File: src/rtl/core/rrts_pkg.sv
// ----------------------------------------------------------------------------
// rrts_pkg
// Shared types and codes of the round-robin task scheduler: event modes,
// outcome and task status codes, controller states and the command/status
// bundles between controller and datapath.
// ----------------------------------------------------------------------------
`default_nettype none

package rrts_pkg;

  localparam int MAX_TASKS_DEF = 16;
  localparam int ID_W          = 16;
  localparam int QUANT_W       = 8;
  localparam int NUM_QREG      = 4;

  // event modes
  localparam logic [2:0] MODE_TICK      = 3'd0;
  localparam logic [2:0] MODE_ADD       = 3'd1;
  localparam logic [2:0] MODE_REMOVE    = 3'd2;
  localparam logic [2:0] MODE_SET_STATE = 3'd3;
  localparam logic [2:0] MODE_NICE      = 3'd4;
  localparam logic [2:0] MODE_QUERY     = 3'd5;

  // outcome codes
  localparam logic [2:0] OC_DONE      = 3'd0;
  localparam logic [2:0] OC_NOT_FOUND = 3'd1;
  localparam logic [2:0] OC_REFUSED   = 3'd2;
  localparam logic [2:0] OC_FULL      = 3'd3;
  localparam logic [2:0] OC_NO_READY  = 3'd4;

  // task status codes
  localparam logic [1:0] TS_RUNNING = 2'd0;
  localparam logic [1:0] TS_READY   = 2'd1;
  localparam logic [1:0] TS_BLOCKED = 2'd2;
  localparam logic [1:0] TS_DEAD    = 2'd3;

  // quantum register indexes
  localparam logic [1:0] CFG_Q_FG_HIGH = 2'd0;
  localparam logic [1:0] CFG_Q_FG_LOW  = 2'd1;
  localparam logic [1:0] CFG_Q_BG_HIGH = 2'd2;
  localparam logic [1:0] CFG_Q_BG_LOW  = 2'd3;

  // reserved task identifiers
  localparam logic [ID_W-1:0] ID_IDLE   = 16'd0;
  localparam logic [ID_W-1:0] ID_SYSTEM = 16'd1;

  // quantum reset values
  localparam logic [QUANT_W-1:0] QFG_HIGH_RST = 8'd3;
  localparam logic [QUANT_W-1:0] QFG_LOW_RST  = 8'd1;
  localparam logic [QUANT_W-1:0] QBG_HIGH_RST = 8'd3;
  localparam logic [QUANT_W-1:0] QBG_LOW_RST  = 8'd1;

  typedef enum logic [2:0] {
    ST_IDLE,
    ST_DISP,
    ST_SCAN,
    ST_HEAD,
    ST_WALK,
    ST_ADDW,
    ST_DONE
  } ctl_state_t;

  typedef struct packed {
    logic latch;
    logic disp;
    logic scan;
    logic head;
    logic walk;
    logic addw;
    logic done;
  } rrts_cmd_t;

  typedef struct packed {
    logic imm;
    logic use_scan;
    logic use_head;
    logic scan_hit;
    logic add_empty;
    logic head_end;
    logic walk_end;
    logic walk_addw;
  } rrts_sts_t;

endpackage

`default_nettype wire

File: src/rtl/core/rrts_ram.sv
// ----------------------------------------------------------------------------
// rrts_ram
// Generic single-write, single-read RAM with registered read data.
// ----------------------------------------------------------------------------
`default_nettype none

module rrts_ram #(
  parameter int WIDTH = 8,
  parameter int DEPTH = 16
) (
  input  wire logic                     clk,
  input  wire logic                     we,
  input  wire logic [$clog2(DEPTH)-1:0] waddr,
  input  wire logic [WIDTH-1:0]         wdata,
  input  wire logic [$clog2(DEPTH)-1:0] raddr,
  output logic      [WIDTH-1:0]         rdata
);

  logic [WIDTH-1:0] mem [DEPTH];

  // write port and registered read
  always_ff @(posedge clk) begin
    if (we) begin
      mem[waddr] <= wdata;
    end
    rdata <= mem[raddr];
  end

endmodule

`default_nettype wire

File: src/rtl/core/rrts_ctrl.sv
// ----------------------------------------------------------------------------
// rrts_ctrl
// Controller of the scheduler: sequences dispatch, free-slot scan, head read,
// ring walk, second write of an add and the result beat.
// ----------------------------------------------------------------------------
`default_nettype none

module rrts_ctrl
  import rrts_pkg::*;
(
  input  wire logic      clk,
  input  wire logic      rst_n,
  input  wire logic      start,
  output logic           busy,
  input  wire rrts_sts_t sts,
  output rrts_cmd_t      cmd
);

  ctl_state_t state_r, state_nxt;

  // state register
  always_ff @(posedge clk) begin
    if (!rst_n) begin
      state_r <= ST_IDLE;
    end else begin
      state_r <= state_nxt;
    end
  end

  // next state
  always_comb begin
    state_nxt = state_r;
    unique case (state_r)
      ST_IDLE: begin
        if (start) state_nxt = ST_DISP;
      end
      ST_DISP: begin
        if (sts.imm)           state_nxt = ST_DONE;
        else if (sts.use_scan) state_nxt = ST_SCAN;
        else if (sts.use_head) state_nxt = ST_HEAD;
        else                   state_nxt = ST_WALK;
      end
      ST_SCAN: begin
        if (sts.scan_hit) state_nxt = sts.add_empty ? ST_DONE : ST_WALK;
      end
      ST_HEAD: begin
        state_nxt = sts.head_end ? ST_DONE : ST_WALK;
      end
      ST_WALK: begin
        if (sts.walk_end) state_nxt = sts.walk_addw ? ST_ADDW : ST_DONE;
      end
      ST_ADDW: state_nxt = ST_DONE;
      ST_DONE: state_nxt = ST_IDLE;
      default: state_nxt = ST_IDLE;
    endcase
  end

  // commands
  always_comb begin
    cmd       = '0;
    cmd.latch = (state_r == ST_IDLE) && start;
    cmd.disp  = (state_r == ST_DISP);
    cmd.scan  = (state_r == ST_SCAN);
    cmd.head  = (state_r == ST_HEAD);
    cmd.walk  = (state_r == ST_WALK);
    cmd.addw  = (state_r == ST_ADDW);
    cmd.done  = (state_r == ST_DONE);
    busy      = (state_r != ST_IDLE);
  end

endmodule

`default_nettype wire

File: src/rtl/core/rrts_dp.sv
// ----------------------------------------------------------------------------
// rrts_dp
// Datapath of the scheduler: event latch, quantum registers, task table RAM,
// free mask, current slot, ring walk registers and the result registers.
// ----------------------------------------------------------------------------
`default_nettype none

module rrts_dp
  import rrts_pkg::*;
#(
  parameter int MAX_TASKS = MAX_TASKS_DEF
) (
  input  wire logic               clk,
  input  wire logic               rst_n,
  input  wire rrts_cmd_t          cmd,
  output rrts_sts_t               sts,
  input  wire logic [2:0]         in_mode,
  input  wire logic [ID_W-1:0]    in_task_id,
  input  wire logic [1:0]         in_priority_class,
  input  wire logic [1:0]         in_task_status,
  input  wire logic               cfg_we,
  input  wire logic [1:0]         cfg_index,
  input  wire logic [QUANT_W-1:0] cfg_data,
  output logic [ID_W-1:0]         out_running_id,
  output logic                    out_running_valid,
  output logic                    out_switched,
  output logic [2:0]              out_outcome,
  output logic                    out_alive
);

  localparam int IW = (MAX_TASKS > 1) ? $clog2(MAX_TASKS) : 1;
  localparam int CW = $clog2(MAX_TASKS + 1);
  // slot word: {id, status, class, link}
  localparam int WW    = IW + 4 + ID_W;
  localparam int CL_LO = IW;
  localparam int ST_LO = IW + 2;
  localparam int ID_LO = IW + 4;

  // event latch
  logic [2:0]      mode_r;
  logic [ID_W-1:0] id_r;
  logic [1:0]      cls_r, st_r;

  // scheduler state
  logic [QUANT_W-1:0] qreg_r [NUM_QREG];
  logic [MAX_TASKS-1:0] free_r, free_nxt;
  logic [IW-1:0]      cur_r, cur_nxt;
  logic [ID_W-1:0]    cur_id_r, cur_id_nxt;
  logic [CW-1:0]      count_r, count_nxt;
  logic [QUANT_W-1:0] qleft_r, qleft_nxt;

  // walk registers
  logic [IW-1:0] walk_addr_r, walk_addr_nxt;
  logic [CW-1:0] steps_r, steps_nxt;
  logic [IW-1:0] prev_addr_r, prev_addr_nxt;
  logic [WW-1:0] prev_word_r, prev_word_nxt;
  logic [IW-1:0] scan_r, scan_nxt;
  logic          demoted_r, demoted_nxt;
  logic          any_r, any_nxt;

  // result registers
  logic [2:0] outcome_r, outcome_nxt;
  logic       switched_r, switched_nxt;
  logic       alive_r, alive_nxt;

  // table RAM
  logic          ram_we;
  logic [IW-1:0] ram_waddr, ram_raddr;
  logic [WW-1:0] ram_wdata, rd;

  logic [IW-1:0]   rd_link;
  logic [1:0]      rd_cls, rd_st, eff_st;
  logic [ID_W-1:0] rd_id;
  logic            last, hit;
  logic [WW-1:0]   new_word;

  rrts_ram #(.WIDTH(WW), .DEPTH(MAX_TASKS)) u_ram (
    .clk   (clk),
    .we    (ram_we),
    .waddr (ram_waddr),
    .wdata (ram_wdata),
    .raddr (ram_raddr),
    .rdata (rd)
  );

  assign rd_link  = rd[IW-1:0];
  assign rd_cls   = rd[CL_LO +: 2];
  assign rd_st    = rd[ST_LO +: 2];
  assign rd_id    = rd[ID_LO +: ID_W];
  assign last     = (steps_r == CW'(1));
  assign hit      = (rd_id == id_r);
  // slot demoted this tick reads as ready even if the RAM shows it stale
  assign eff_st   = (demoted_r && (walk_addr_r == cur_r)) ? TS_READY : rd_st;
  assign new_word = {id_r, st_r, cls_r, cur_r};

  // latch event fields
  always_ff @(posedge clk) begin
    if (cmd.latch) begin
      mode_r <= in_mode;
      id_r   <= in_task_id;
      cls_r  <= in_priority_class;
      st_r   <= in_task_status;
    end
  end

  // quantum registers
  always_ff @(posedge clk) begin
    if (!rst_n) begin
      qreg_r[CFG_Q_FG_HIGH] <= QFG_HIGH_RST;
      qreg_r[CFG_Q_FG_LOW]  <= QFG_LOW_RST;
      qreg_r[CFG_Q_BG_HIGH] <= QBG_HIGH_RST;
      qreg_r[CFG_Q_BG_LOW]  <= QBG_LOW_RST;
    end else if (cfg_we) begin
      qreg_r[cfg_index] <= cfg_data;
    end
  end

  // event sequencing
  always_comb begin
    free_nxt      = free_r;
    cur_nxt       = cur_r;
    cur_id_nxt    = cur_id_r;
    count_nxt     = count_r;
    qleft_nxt     = qleft_r;
    walk_addr_nxt = walk_addr_r;
    steps_nxt     = steps_r;
    prev_addr_nxt = prev_addr_r;
    prev_word_nxt = prev_word_r;
    scan_nxt      = scan_r;
    demoted_nxt   = demoted_r;
    any_nxt       = any_r;
    outcome_nxt   = outcome_r;
    switched_nxt  = switched_r;
    alive_nxt     = alive_r;
    ram_we        = 1'b0;
    ram_waddr     = walk_addr_r;
    ram_wdata     = rd;
    ram_raddr     = walk_addr_r;
    sts           = '0;

    // dispatch: settle trivial outcomes, start the scan, the head read or the walk
    if (cmd.disp) begin
      switched_nxt  = 1'b0;
      alive_nxt     = 1'b0;
      any_nxt       = 1'b0;
      demoted_nxt   = 1'b0;
      scan_nxt      = '0;
      outcome_nxt   = OC_DONE;
      ram_raddr     = cur_r;
      walk_addr_nxt = cur_r;
      steps_nxt     = count_r;
      unique case (mode_r)
        MODE_TICK: begin
          if (count_r == '0) begin
            sts.imm     = 1'b1;
            outcome_nxt = OC_NO_READY;
          end else begin
            sts.use_head = 1'b1;
          end
        end
        MODE_ADD: begin
          if (count_r == CW'(MAX_TASKS)) begin
            sts.imm     = 1'b1;
            outcome_nxt = OC_FULL;
          end else begin
            sts.use_scan = 1'b1;
          end
        end
        MODE_REMOVE: begin
          if (id_r == ID_IDLE || id_r == ID_SYSTEM) begin
            sts.imm     = 1'b1;
            outcome_nxt = OC_REFUSED;
          end else if (count_r == '0) begin
            sts.imm     = 1'b1;
            outcome_nxt = OC_NOT_FOUND;
          end else begin
            sts.use_head = 1'b1;
          end
        end
        MODE_SET_STATE: begin
          if (id_r == ID_SYSTEM && st_r == TS_DEAD) begin
            sts.imm     = 1'b1;
            outcome_nxt = OC_REFUSED;
          end else if (count_r == '0) begin
            sts.imm     = 1'b1;
            outcome_nxt = OC_NOT_FOUND;
          end
        end
        MODE_NICE, MODE_QUERY: begin
          if (count_r == '0) begin
            sts.imm     = 1'b1;
            outcome_nxt = OC_NOT_FOUND;
          end
        end
        default: sts.imm = 1'b1;
      endcase
    end

    // scan for the lowest free slot
    if (cmd.scan) begin
      if (free_r[scan_r]) begin
        sts.scan_hit         = 1'b1;
        free_nxt[scan_r]     = 1'b0;
        if (count_r == '0) begin
          sts.add_empty = 1'b1;
          ram_we        = 1'b1;
          ram_waddr     = scan_r;
          ram_wdata     = {id_r, st_r, cls_r, scan_r};
          cur_nxt       = scan_r;
          cur_id_nxt    = id_r;
          count_nxt     = count_r + CW'(1);
        end else begin
          ram_raddr     = cur_r;
          walk_addr_nxt = cur_r;
          steps_nxt     = count_r;
        end
      end else begin
        scan_nxt = scan_r + IW'(1);
      end
    end

    // head word of the current slot for tick and remove
    if (cmd.head) begin
      ram_raddr     = rd_link;
      walk_addr_nxt = rd_link;
      steps_nxt     = count_r;
      prev_addr_nxt = cur_r;
      prev_word_nxt = rd;
      if (mode_r == MODE_TICK) begin
        if (qleft_r != '0 && rd_st == TS_RUNNING) begin
          sts.head_end = 1'b1;
          qleft_nxt    = qleft_r - QUANT_W'(1);
        end else if (rd_st == TS_RUNNING) begin
          ram_we                 = 1'b1;
          ram_waddr              = cur_r;
          ram_wdata              = rd;
          ram_wdata[ST_LO +: 2]  = TS_READY;
          demoted_nxt            = 1'b1;
        end
      end
    end

    // one ring step per cycle
    if (cmd.walk) begin
      ram_raddr     = rd_link;
      walk_addr_nxt = rd_link;
      steps_nxt     = steps_r - CW'(1);
      prev_addr_nxt = walk_addr_r;
      prev_word_nxt = rd;
      unique case (mode_r)
        MODE_TICK: begin
          if (eff_st == TS_READY) begin
            sts.walk_end          = 1'b1;
            ram_we                = 1'b1;
            ram_wdata[ST_LO +: 2] = TS_RUNNING;
            cur_nxt               = walk_addr_r;
            cur_id_nxt            = rd_id;
            qleft_nxt             = qreg_r[rd_cls];
            switched_nxt          = 1'b1;
          end else if (last) begin
            sts.walk_end = 1'b1;
            outcome_nxt  = OC_NO_READY;
          end
        end
        MODE_ADD: begin
          if (rd_link == cur_r || last) begin
            sts.walk_end      = 1'b1;
            sts.walk_addw     = 1'b1;
            ram_we            = 1'b1;
            ram_wdata[IW-1:0] = scan_r;
          end
        end
        MODE_REMOVE: begin
          if (hit) begin
            sts.walk_end = 1'b1;
            if (walk_addr_r == cur_r) begin
              outcome_nxt = OC_REFUSED;
            end else begin
              ram_we                 = 1'b1;
              ram_waddr              = prev_addr_r;
              ram_wdata              = prev_word_r;
              ram_wdata[IW-1:0]      = rd_link;
              free_nxt[walk_addr_r]  = 1'b1;
              count_nxt              = count_r - CW'(1);
            end
          end else if (last) begin
            sts.walk_end = 1'b1;
            outcome_nxt  = OC_NOT_FOUND;
          end
        end
        MODE_SET_STATE: begin
          if (hit) begin
            sts.walk_end          = 1'b1;
            ram_we                = 1'b1;
            ram_wdata[ST_LO +: 2] = st_r;
          end else if (last) begin
            sts.walk_end = 1'b1;
            outcome_nxt  = OC_NOT_FOUND;
          end
        end
        MODE_NICE: begin
          if (hit) begin
            sts.walk_end = 1'b1;
            if (id_r == ID_SYSTEM) begin
              outcome_nxt = OC_REFUSED;
            end else begin
              ram_we               = 1'b1;
              ram_wdata[CL_LO]     = ~rd[CL_LO];
            end
          end else if (last) begin
            sts.walk_end = 1'b1;
            outcome_nxt  = OC_NOT_FOUND;
          end
        end
        MODE_QUERY: begin
          if (hit) begin
            any_nxt = 1'b1;
            if (rd_st != TS_DEAD) alive_nxt = 1'b1;
          end
          if (last) begin
            sts.walk_end = 1'b1;
            outcome_nxt  = (any_r || hit) ? OC_DONE : OC_NOT_FOUND;
          end
        end
        default: sts.walk_end = 1'b1;
      endcase
    end

    // second write of an add: the new slot, linked to the current one
    if (cmd.addw) begin
      ram_we    = 1'b1;
      ram_waddr = scan_r;
      ram_wdata = new_word;
      count_nxt = count_r + CW'(1);
    end
  end

  // control state
  always_ff @(posedge clk) begin
    if (!rst_n) begin
      free_r  <= '1;
      cur_r   <= '0;
      count_r <= '0;
      qleft_r <= QUANT_W'(1);
    end else begin
      free_r  <= free_nxt;
      cur_r   <= cur_nxt;
      count_r <= count_nxt;
      qleft_r <= qleft_nxt;
    end
  end

  // walk and result payload
  always_ff @(posedge clk) begin
    cur_id_r    <= cur_id_nxt;
    walk_addr_r <= walk_addr_nxt;
    steps_r     <= steps_nxt;
    prev_addr_r <= prev_addr_nxt;
    prev_word_r <= prev_word_nxt;
    scan_r      <= scan_nxt;
    demoted_r   <= demoted_nxt;
    any_r       <= any_nxt;
    outcome_r   <= outcome_nxt;
    switched_r  <= switched_nxt;
    alive_r     <= alive_nxt;
  end

  // result beat fields
  assign out_running_valid = (count_r != '0);
  assign out_running_id    = out_running_valid ? cur_id_r : '0;
  assign out_switched      = switched_r;
  assign out_outcome       = outcome_r;
  assign out_alive         = alive_r;

endmodule

`default_nettype wire

File: src/rtl/core/round_robin_task_scheduler.sv
// ----------------------------------------------------------------------------
// round_robin_task_scheduler
// Task table kept in ring order with per-class time quanta.
// ----------------------------------------------------------------------------
// Usage:
//   Raise start with in_mode, in_task_id, in_priority_class and
//   in_task_status; the event is taken at an edge where start is high and
//   busy is low. busy stays high from that edge through the result beat.
//   Each event gives one result beat: out_valid is high for one cycle with
//   out_running_id, out_running_valid, out_switched, out_outcome, out_alive.
//   The receiver cannot stall; the beat is gone after that cycle.
//   An event runs through dispatch, then as needed the free-slot scan, the
//   head read, the ring walk and the second write of an add, and ends in
//   the result beat. The next event can be taken once busy has fallen
//   after the beat.
//   Ring steps run one per cycle, set by the registered RAM read port.
//   Quantum registers are written through cfg_we/cfg_index/cfg_data while
//   idle. The user is bound to this; the block does not enforce it. Reset
//   empties the table, selects slot 0, sets the quantum left to one and
//   the quantum registers to 3, 1, 3, 1.
// ----------------------------------------------------------------------------
`default_nettype none

module round_robin_task_scheduler
  import rrts_pkg::*;
#(
  parameter int MAX_TASKS = MAX_TASKS_DEF
) (
  input  wire logic               clk,
  input  wire logic               rst_n,
  input  wire logic               start,
  output logic                    busy,
  input  wire logic [2:0]         in_mode,
  input  wire logic [ID_W-1:0]    in_task_id,
  input  wire logic [1:0]         in_priority_class,
  input  wire logic [1:0]         in_task_status,
  output logic                    out_valid,
  output logic [ID_W-1:0]         out_running_id,
  output logic                    out_running_valid,
  output logic                    out_switched,
  output logic [2:0]              out_outcome,
  output logic                    out_alive,
  input  wire logic               cfg_we,
  input  wire logic [1:0]         cfg_index,
  input  wire logic [QUANT_W-1:0] cfg_data
);

  rrts_cmd_t cmd;
  rrts_sts_t sts;

  rrts_ctrl u_ctrl (
    .clk   (clk),
    .rst_n (rst_n),
    .start (start),
    .busy  (busy),
    .sts   (sts),
    .cmd   (cmd)
  );

  rrts_dp #(.MAX_TASKS(MAX_TASKS)) u_dp (
    .clk               (clk),
    .rst_n             (rst_n),
    .cmd               (cmd),
    .sts               (sts),
    .in_mode           (in_mode),
    .in_task_id        (in_task_id),
    .in_priority_class (in_priority_class),
    .in_task_status    (in_task_status),
    .cfg_we            (cfg_we),
    .cfg_index         (cfg_index),
    .cfg_data          (cfg_data),
    .out_running_id    (out_running_id),
    .out_running_valid (out_running_valid),
    .out_switched      (out_switched),
    .out_outcome       (out_outcome),
    .out_alive         (out_alive)
  );

  // result beat strobe
  assign out_valid = cmd.done;

endmodule

`default_nettype wire

File: config.mk
export PLATFORM = sky130hd
export DESIGN_NAME = round_robin_task_scheduler
export DESIGN_NICKNAME = d
export VERILOG_FILES = /design/src/rtl/core/rrts_pkg.sv /design/src/rtl/core/rrts_ram.sv /design/src/rtl/core/rrts_ctrl.sv /design/src/rtl/core/rrts_dp.sv /design/src/rtl/core/round_robin_task_scheduler.sv
export SDC_FILE = /design/constraint.sdc
export NUM_CORES = 1
export LEC_CHECK = 0
export BUFFER_PORTS_ARGS = -buffer_cell sky130_fd_sc_hd__buf_2
export CELL_PAD_IN_SITES_DETAIL_PLACEMENT = 0
export CELL_PAD_IN_SITES_GLOBAL_PLACEMENT = 1
export CORE_MARGIN = 1
export CORE_UTILIZATION = 53
export DETAILED_ROUTE_END_ITERATION = 7
export PLACE_DENSITY_LB_ADDON = 0.08
export SLEW_MARGIN = 20
export SYNTH_ARGS = -nofsm -noshare
export SYNTH_HDL_FRONTEND = slang
export SYNTH_HIERARCHICAL = 1
export SYNTH_SLANG_ARGS = --single-unit
File: constraint.sdc
create_clock -name clk -period 5.8 [get_ports clk]
set_input_delay 0.87 -clock clk [delete_from_list [all_inputs] [get_ports clk]]
set_output_delay 0.87 -clock clk [all_outputs]
set_load 0.01 [all_outputs]
Yosys cells after proc, flatten, opt, wreduce, memory -nomap -nowiden
Memories as Yosys holds them, arrays and structs flattened. A register that Yosys moved wholly into a read port is not among the register bits.
Index checks and enable logic that the tools add are counted.
{"block": "totals", "register_bits": 123, "ram_bits": 416, "inputBits": 37, "output_inout_bits": 24, "memories": 2}
{"memory": "u_dp.u_ram.mem", "depth": 16, "width": 24, "rd": 1, "rd_clocked_by_memory_dff": 1, "wr": 1, "line_no": "rrts_ram.sv:19", "source": "logic [WIDTH-1:0] mem [DEPTH];"}
{"memory": "u_dp.qreg_r", "depth": 4, "width": 8, "rd": 1, "rd_clocked_by_memory_dff": 0, "wr": 4, "line_no": "rrts_dp.sv:45", "source": "logic [QUANT_W-1:0] qreg_r [NUM_QREG];"}
{"block": "op_classes", "add_sub_neg": 5, "n_lt_le_gt_ge": 4, "n_eq_ne": 23, "muxes": 187, "n_bitwise": 4, "reduce_logical": 23}
{"operator": "two-way mux 24 bit", "n": 13}
{"operator": "two-way mux 16 bit", "n": 14}
{"operator": "two-way mux 4 bit", "n": 30}
{"operator": "two-way mux 5 bit", "n": 14}
{"operator": "two-way mux 1 bit", "n": 63}
{"operator": "two-way mux 3 bit", "n": 21}
{"operator": "two-way mux 8 bit", "n": 7}
{"operator": "one-hot mux 3 bit (5 select lines)", "n": 2}
{"operator": "two-way mux 2 bit", "n": 12}
{"operator": "one-hot mux 3 bit (6 select lines)", "n": 1}
{"operator": "bitwise AND 16 bit", "n": 1}
{"operator": "== test 16 x 1 -> 1 bit, second input constant", "n": 1}
{"operator": "== test 16 bit", "n": 1}
{"operator": "logical NOT 16 bit", "n": 1}
{"operator": "NOT 16 bit", "n": 1}
{"operator": "bitwise OR 16 bit", "n": 1}
{"operator": "== test 3 bit, second input constant", "n": 5}
{"operator": "== test 3 x 2 -> 1 bit, second input constant", "n": 4}
{"operator": "less-than comparator 4 x 5 -> 1 bit, second input constant", "n": 2}
{"operator": "subtractor 5 x 1 -> 5 bit, second input constant", "n": 2}
{"operator": "demux 1 bit (select 4 bit)", "n": 2}
{"operator": "== test 4 bit", "n": 2}
{"operator": ">= comparator 4 x 1 -> 1 bit, second input constant", "n": 2}
{"operator": "one-hot mux 1 bit (4 select lines)", "n": 2}
{"operator": "29 further kinds", "n": 42}

Logic depth before layout (Yosys ltp)
{"block": "logic_depth", "ltp_word": 15, "ltp_mapped": 14}

By module
The synthesis kept the hierarchy.
{"mod": "rrts_ram", "instances": 1, "cells_each": 636, "area_each_um2": 14930.6}
{"mod": "rrts_dp", "instances": 1, "cells_each": 786, "area_each_um2": 7828.8}
{"mod": "rrts_ctrl", "instances": 1, "cells_each": 38, "area_each_um2": 289.0}

Worst setup path after synthesis
Ideal clock, no wire load.
{"block": "synth_timing", "path_kind": "register -> register", "startpoint": "reg u_ctrl.state_r[0]", "endpoint": "mem u_dp/u_ram/mem[0][0] (netlist name) (enable)", "setup_ns": 0.435, "arrival_ns": 4.690, "required_time_ns": 5.365, "path_slack_ns": 0.675, "stages_incl_launch_ff": 11, "n_path_buf": 2, "synth_period_minus_slack_ns": 5.125, "path_cell_list": "dfxtp_1 buf_4 nor3_1 clkbuf_1 clkinv_1 or4_1 nor2_1 nor2_1 a211o_1 or3b_2 nor3_1"}
{"element": "from (decl)", "line_no": "rrts_ctrl.sv:19", "source": "ctl_state_t state_r, state_nxt;"}
{"element": "from (signal assigned)", "line_no": "rrts_ctrl.sv:26", "source": "state_r <= state_nxt;"}
{"element": "to (decl)", "line_no": "rrts_ram.sv:19"}

Final worst setup path
{"block": "layout_timing", "startpoint": "reg u_dp.scan_r[2]", "endpoint": "mem u_dp/u_ram/mem[15][5] (netlist name) (enable)"}
{"block": "layout_via", "elab_cells_between_ends": 32}
{"element": "from (decl)", "line_no": "rrts_dp.sv:57", "source": "logic [IW-1:0] scan_r, scan_nxt;"}
{"element": "from (signal assigned)", "line_no": "rrts_dp.sv:360", "source": "scan_r <= scan_nxt;"}
{"element": "binary-select mux 1 bit (select 4 bit) (*)", "line_no": "rrts_dp.sv:201", "source": "if (free_r[scan_r]) begin"}
{"element": "two-way mux 1 bit (implied by the code) (*)", "line_no": "rrts_dp.sv:201"}
{"element": "two-way mux 4 bit (*)", "line_no": "rrts_dp.sv:201"}
{"element": "two-way mux 4 bit (*)", "line_no": "rrts_dp.sv:200", "source": "if (cmd.scan) begin"}
{"element": "two-way mux 4 bit", "line_no": "rrts_dp.sv:233", "source": "end else if (rd_st == TS_RUNNING) begin"}
{"element": "two-way mux 4 bit", "line_no": "rrts_dp.sv:230", "source": "if (qleft_r != '0 && rd_st == TS_RUNNING) begin"}
{"element": "two-way mux 4 bit", "line_no": "rrts_dp.sv:229", "source": "if (mode_r == MODE_TICK) begin"}
{"element": "two-way mux 4 bit (*)", "line_no": "rrts_dp.sv:223", "source": "if (cmd.head) begin"}
{"element": "two-way mux 4 bit", "line_no": "rrts_dp.sv:276", "source": "if (walk_addr_r == cur_r) begin"}
{"element": "two-way mux 4 bit", "line_no": "rrts_dp.sv:274", "source": "if (hit) begin"}
{"element": "two-way mux 4 bit", "line_no": "rrts_dp.sv:250", "source": "unique case (mode_r)"}
{"element": "two-way mux 4 bit (*)", "line_no": "rrts_dp.sv:244", "source": "if (cmd.walk) begin"}
{"element": "two-way mux 4 bit (*)", "line_no": "rrts_dp.sv:330", "source": "if (cmd.addw) begin"}
{"element": "net u_dp.ram_waddr[1]", "line_no": "rrts_dp.sv:68", "source": "logic [IW-1:0] ram_waddr, ram_raddr;"}
The timed path passes the listed nets; every way through them passes the cells marked *. The select of a mux whose other input is x is not followed.

==> metrics.md <==
| Metric | Value |
|---|---|
| Outcome | `complete, no violations` |
| Crit start category | `flip-flop` |
| Maximum capacitance violations | `0` |
| Clock tree sinks | `559` |
| Max_slew headroom | `31.8%` |
| Clock Skews | `0.0183 ns` |
| Worst r2r src | `u_dp/scan_r[2]` |
| Unrepaired setup endpoints after global routing | `no` |
| R2r endpoint | `u_dp/u_ram/mem[15][5]` |
| Root buffer cell | `clkbuf_16` |
| Worst-path fanout max | `27` |
| Syn_area_per_cell | `15.8 um^2` |
| Req. time, crit path | `6.04 ns` |
| Placement Setup Slack | `1.09 ns` |
| Yosys warning count | `6` |
| Ratio of final minimum period to clock period | `81.0%` |
| Met3 usage | `3.93%` |
| Final setup margin | `1.10 ns` |
| Routability cong. | `0.862` |
| Vias per cell | `6.18` |
| Power Total | `14.5 mW` |
| LEAKAGE | `8.76 nW` |
| Clock Latency Late Sink | `0.62 ns` |
| Commonest non-fill, non-tap cell in the layout | `edfxtp_1` |
| Reg2reg path depth | `10` |
| Wirelength per Cell | `26.1 um` |
| Commonest non-fill, non-tap cells in the layout | `edfxtp_1, mux4_2, nand2_1, dfxtp_1, buf_2` |
| Peak supply drop | `367 uV` |
| Fmax | `213 MHz` |
| Drt drc | `0` |
| Flops & latches, synth | `559` |
| Worst-path clk slew | `0.06 ns` |
| CTS buffer count | `56` |
| Core area | `43,000 um^2` |
| Rows | `76` |
| Grt total ovfl | `0` |
| Gr busiest metal | `met2` |
| Routing usage on met1 | `37.0%` |
| Initial Util | `53.6%` |
| Syn Nets | `1,508` |
| Hold Path End | `u_dp/id_r[1]` |
| Post-CTS Setup Inserts | `0` |
| Unique cell type count in the Yosys netlist | `80` |
| Tmin final | `4.70 ns` |
| Nets | `1,587` |
| Clock Path Buffers | `3` |
| Drt initial violations | `1,365` |
| Setup TNS | `0 ns` |
| Share of cells above drive strength 1 | `23.0%` |
| Top FF cell, synth | `edfxtp_1` |
| P per Cell Area | `550 nW/um^2` |
| Routed via count | `13,400` |
| Die H | `211 um` |
| Multi-input gate area | `6940 um^2` |
| Fill count | `3,283` |
| Largest net degree at the start of global routing | `60` |
| Critical Path AT | `4.94 ns` |
| HPWL after detailed placement | `34,000 um` |
| Hold_buf cts | `0` |
| Max Slew Vio Count | `0` |
| Global-route wire length before repair | `84,900 um` |
| Buffers added on ports | `60` |
| Initial antenna violation count | `0` |
| R2R Setup Slk | `1.10 ns` |
| WHS Path Cells | `1` |
| Number of diodes | `0` |
| Total Routing Usage GR | `26.1%` |
| Final wirelength | `56,700 um` |
| Hold Startpoint | `in_task_id[1]` |
| DIE AREA | `44,300 um^2` |
| Area growth syn-to-layout | `14.0%` |
| Vias in the first global route | `13,400` |
| H-tree depth | `2` |
| Post-synthesis cell count | `1,460` |
| IO Count | `61` |
| Seq/Total Area, Yosys | `68.7%` |
| Pre-Repair DR Iteration Count | `6` |
| Chip width | `211 um` |
| Crit path kind | `flip-flop to flip-flop` |
| Post-synth ARST share | `0%` |
| GRT met2 Usage | `42.5%` |
| CP endpoint kind | `flip-flop` |
| Post-synth EDFFs | `463` |
| Setup violators final | `0` |
| Post-CTS Resized | `0` |
| CTS tree | `built` |
| Sequential Area | `15,800 um^2` |
| Hold crit path type | `input port to flip-flop` |
| Worst slew pin tran | `1.02 ns` |
| Final hold viol count | `0` |
| Antenna-violating nets left | `0` |
| Mapped Area | `23,000 um^2` |
==> logic make-up after synthesis <==
| group | synth area share [%] |
|---|---|
| AOI/OAI and AO/OA | 8.05 |
| xor gates and xnor gates | 1.41 |
| adders and majority gates | 0.597 |
| buffers and inverters | 2.38 |
| DFF | 68.7 |
| muxes | 11.3 |
| and+or+nand+nor | 7.63 |
==> metal layers <==
metal	routed length, um	vias to the layer above
met5	0	-
met1	24300	6949
li1	-	5949
met4	1120	0
met2	28000	432
met3	3240	78
==> critical path, cell delays in order (launching register included) <==
cell      delay, ns
dfxtp_1        0.70
mux4_2         0.58
mux4_2         0.53
nand3_1        0.20
buf_4          0.37
mux2i_1        0.13
a2111o_1       0.42
o211ai_1       0.31
nand2_1        0.41
nor2_4         0.18
buf_4          0.48
==> layout make-up <==
| cell class | instances | share of cell area (%) |
|---|---|---|
| timing repair buffer | 110 | 3.10 |
| clock buffer | 81 | 6.00 |
| sequential | 559 | 60.2 |
| multi-input combinational | 777 | 26.4 |
| inverter | 35 | 0.500 |
| tap | 585 | 2.79 |
| clock inverter | 23 | 0.967 |
==> worst max path at each step <==
| stage | startpoint | to | slack (ns) |
|---|---|---|---|
| after CTS | u_dp/scan_r[2] | u_dp/u_ram/mem[11][0] | 1.08 |
| final | u_dp/scan_r[2] | u_dp/u_ram/mem[15][5] | 1.10 |
| after detailed placement | u_dp/scan_r[2] | u_dp/u_ram/mem[11][17] | 1.09 |
| after global placement | u_dp/scan_r[3] | u_dp/u_ram/mem[15][15] | 1.24 |
| after floorplan | u_ctrl/state_r[0] | u_dp/u_ram/mem[0][0] | 0.67 |
| after global routing | u_dp/scan_r[3] | u_dp/u_ram/mem[11][0] | 0.82 |
==> flip-flops by register name (all words and copies together), names as in the netlist, 2 cells and up <==
signal and count:
u_dp/u_ram/mem 384, u_dp/qreg_r 32, u_dp/u_ram/rdata 24, u_dp/prev_word_r 20, u_dp/cur_id_r 16, u_dp/free_r 16, u_dp/id_r 16, u_dp/qleft_r 8
u_dp/count_r 5, u_dp/steps_r 5, u_dp/cur_r 4, u_dp/prev_addr_r 4, u_dp/scan_r 4, u_dp/walk_addr_r 4, u_ctrl/state_r 3, u_dp/mode_r 3
u_dp/out_outcome 3, u_dp/cls_r 2, u_dp/st_r 2
==> Yosys cell counts (4+ instances only) <==
library cell | count | area share (%)
o311ai_0 | 4 | 0.15
o211ai_1 | 14 | 0.46
xor2_1 | 29 | 1.1
nand3b_1 | 8 | 0.26
buf_2 | 18 | 0.39
mux2i_1 | 9 | 0.39
nor3b_1 | 6 | 0.20
nand2b_1 | 15 | 0.41
o22ai_1 | 19 | 0.52
and3_1 | 13 | 0.35
dfxtp_1 | 96 | 8.3
nand4_1 | 8 | 0.22
edfxtp_1 | 463 | 60
nor4_1 | 13 | 0.35
a22oi_1 | 52 | 1.7
inv_1 | 29 | 0.47
mux2_2 | 5 | 0.24
buf_6 | 7 | 0.34
o41ai_1 | 6 | 0.23
ha_1 | 11 | 0.60
a211oi_1 | 8 | 0.26
mux4_2 | 109 | 11
nor2_1 | 72 | 1.2
clkbuf_1 | 60 | 0.98
a31oi_1 | 30 | 0.81
nor2b_1 | 23 | 0.62
a21oi_1 | 25 | 0.54
o311ai_1 | 5 | 0.19
nor4b_1 | 4 | 0.15
nand2_1 | 105 | 1.7
and2_1 | 23 | 0.62
o21ai_0 | 33 | 0.72
nor3_1 | 17 | 0.37
xnor2_1 | 8 | 0.30
a2bb2oi_1 | 18 | 0.68
nand3_1 | 18 | 0.39
==> metrics by stage <==
stage / utilization (%) / cell area, um^2 / cells / hold WS (ns)
finish: 61.1 / 26300 / 2170 / 0.426
global route: 61.1 / 26300 / 2170 / 0.389
CTS: 60.9 / 26200 / 2169 / 0.387
detailed placement: 56.7 / 24400 / 2065 / 0.446
global placement: 56.6 / 24300 / 2065 / 0.440
floorplan: - / 23000 / 1460 / 0.406
==> where the power goes <==
part | total, mW | internal [mW] | switching [mW]
clock network | 3.58 | 2.07 | 1.51
logic | 5.04 | 2.09 | 2.95
registers | 5.85 | 5.44 | 0.408
Note: power is estimated with default switching activity, not from simulation.
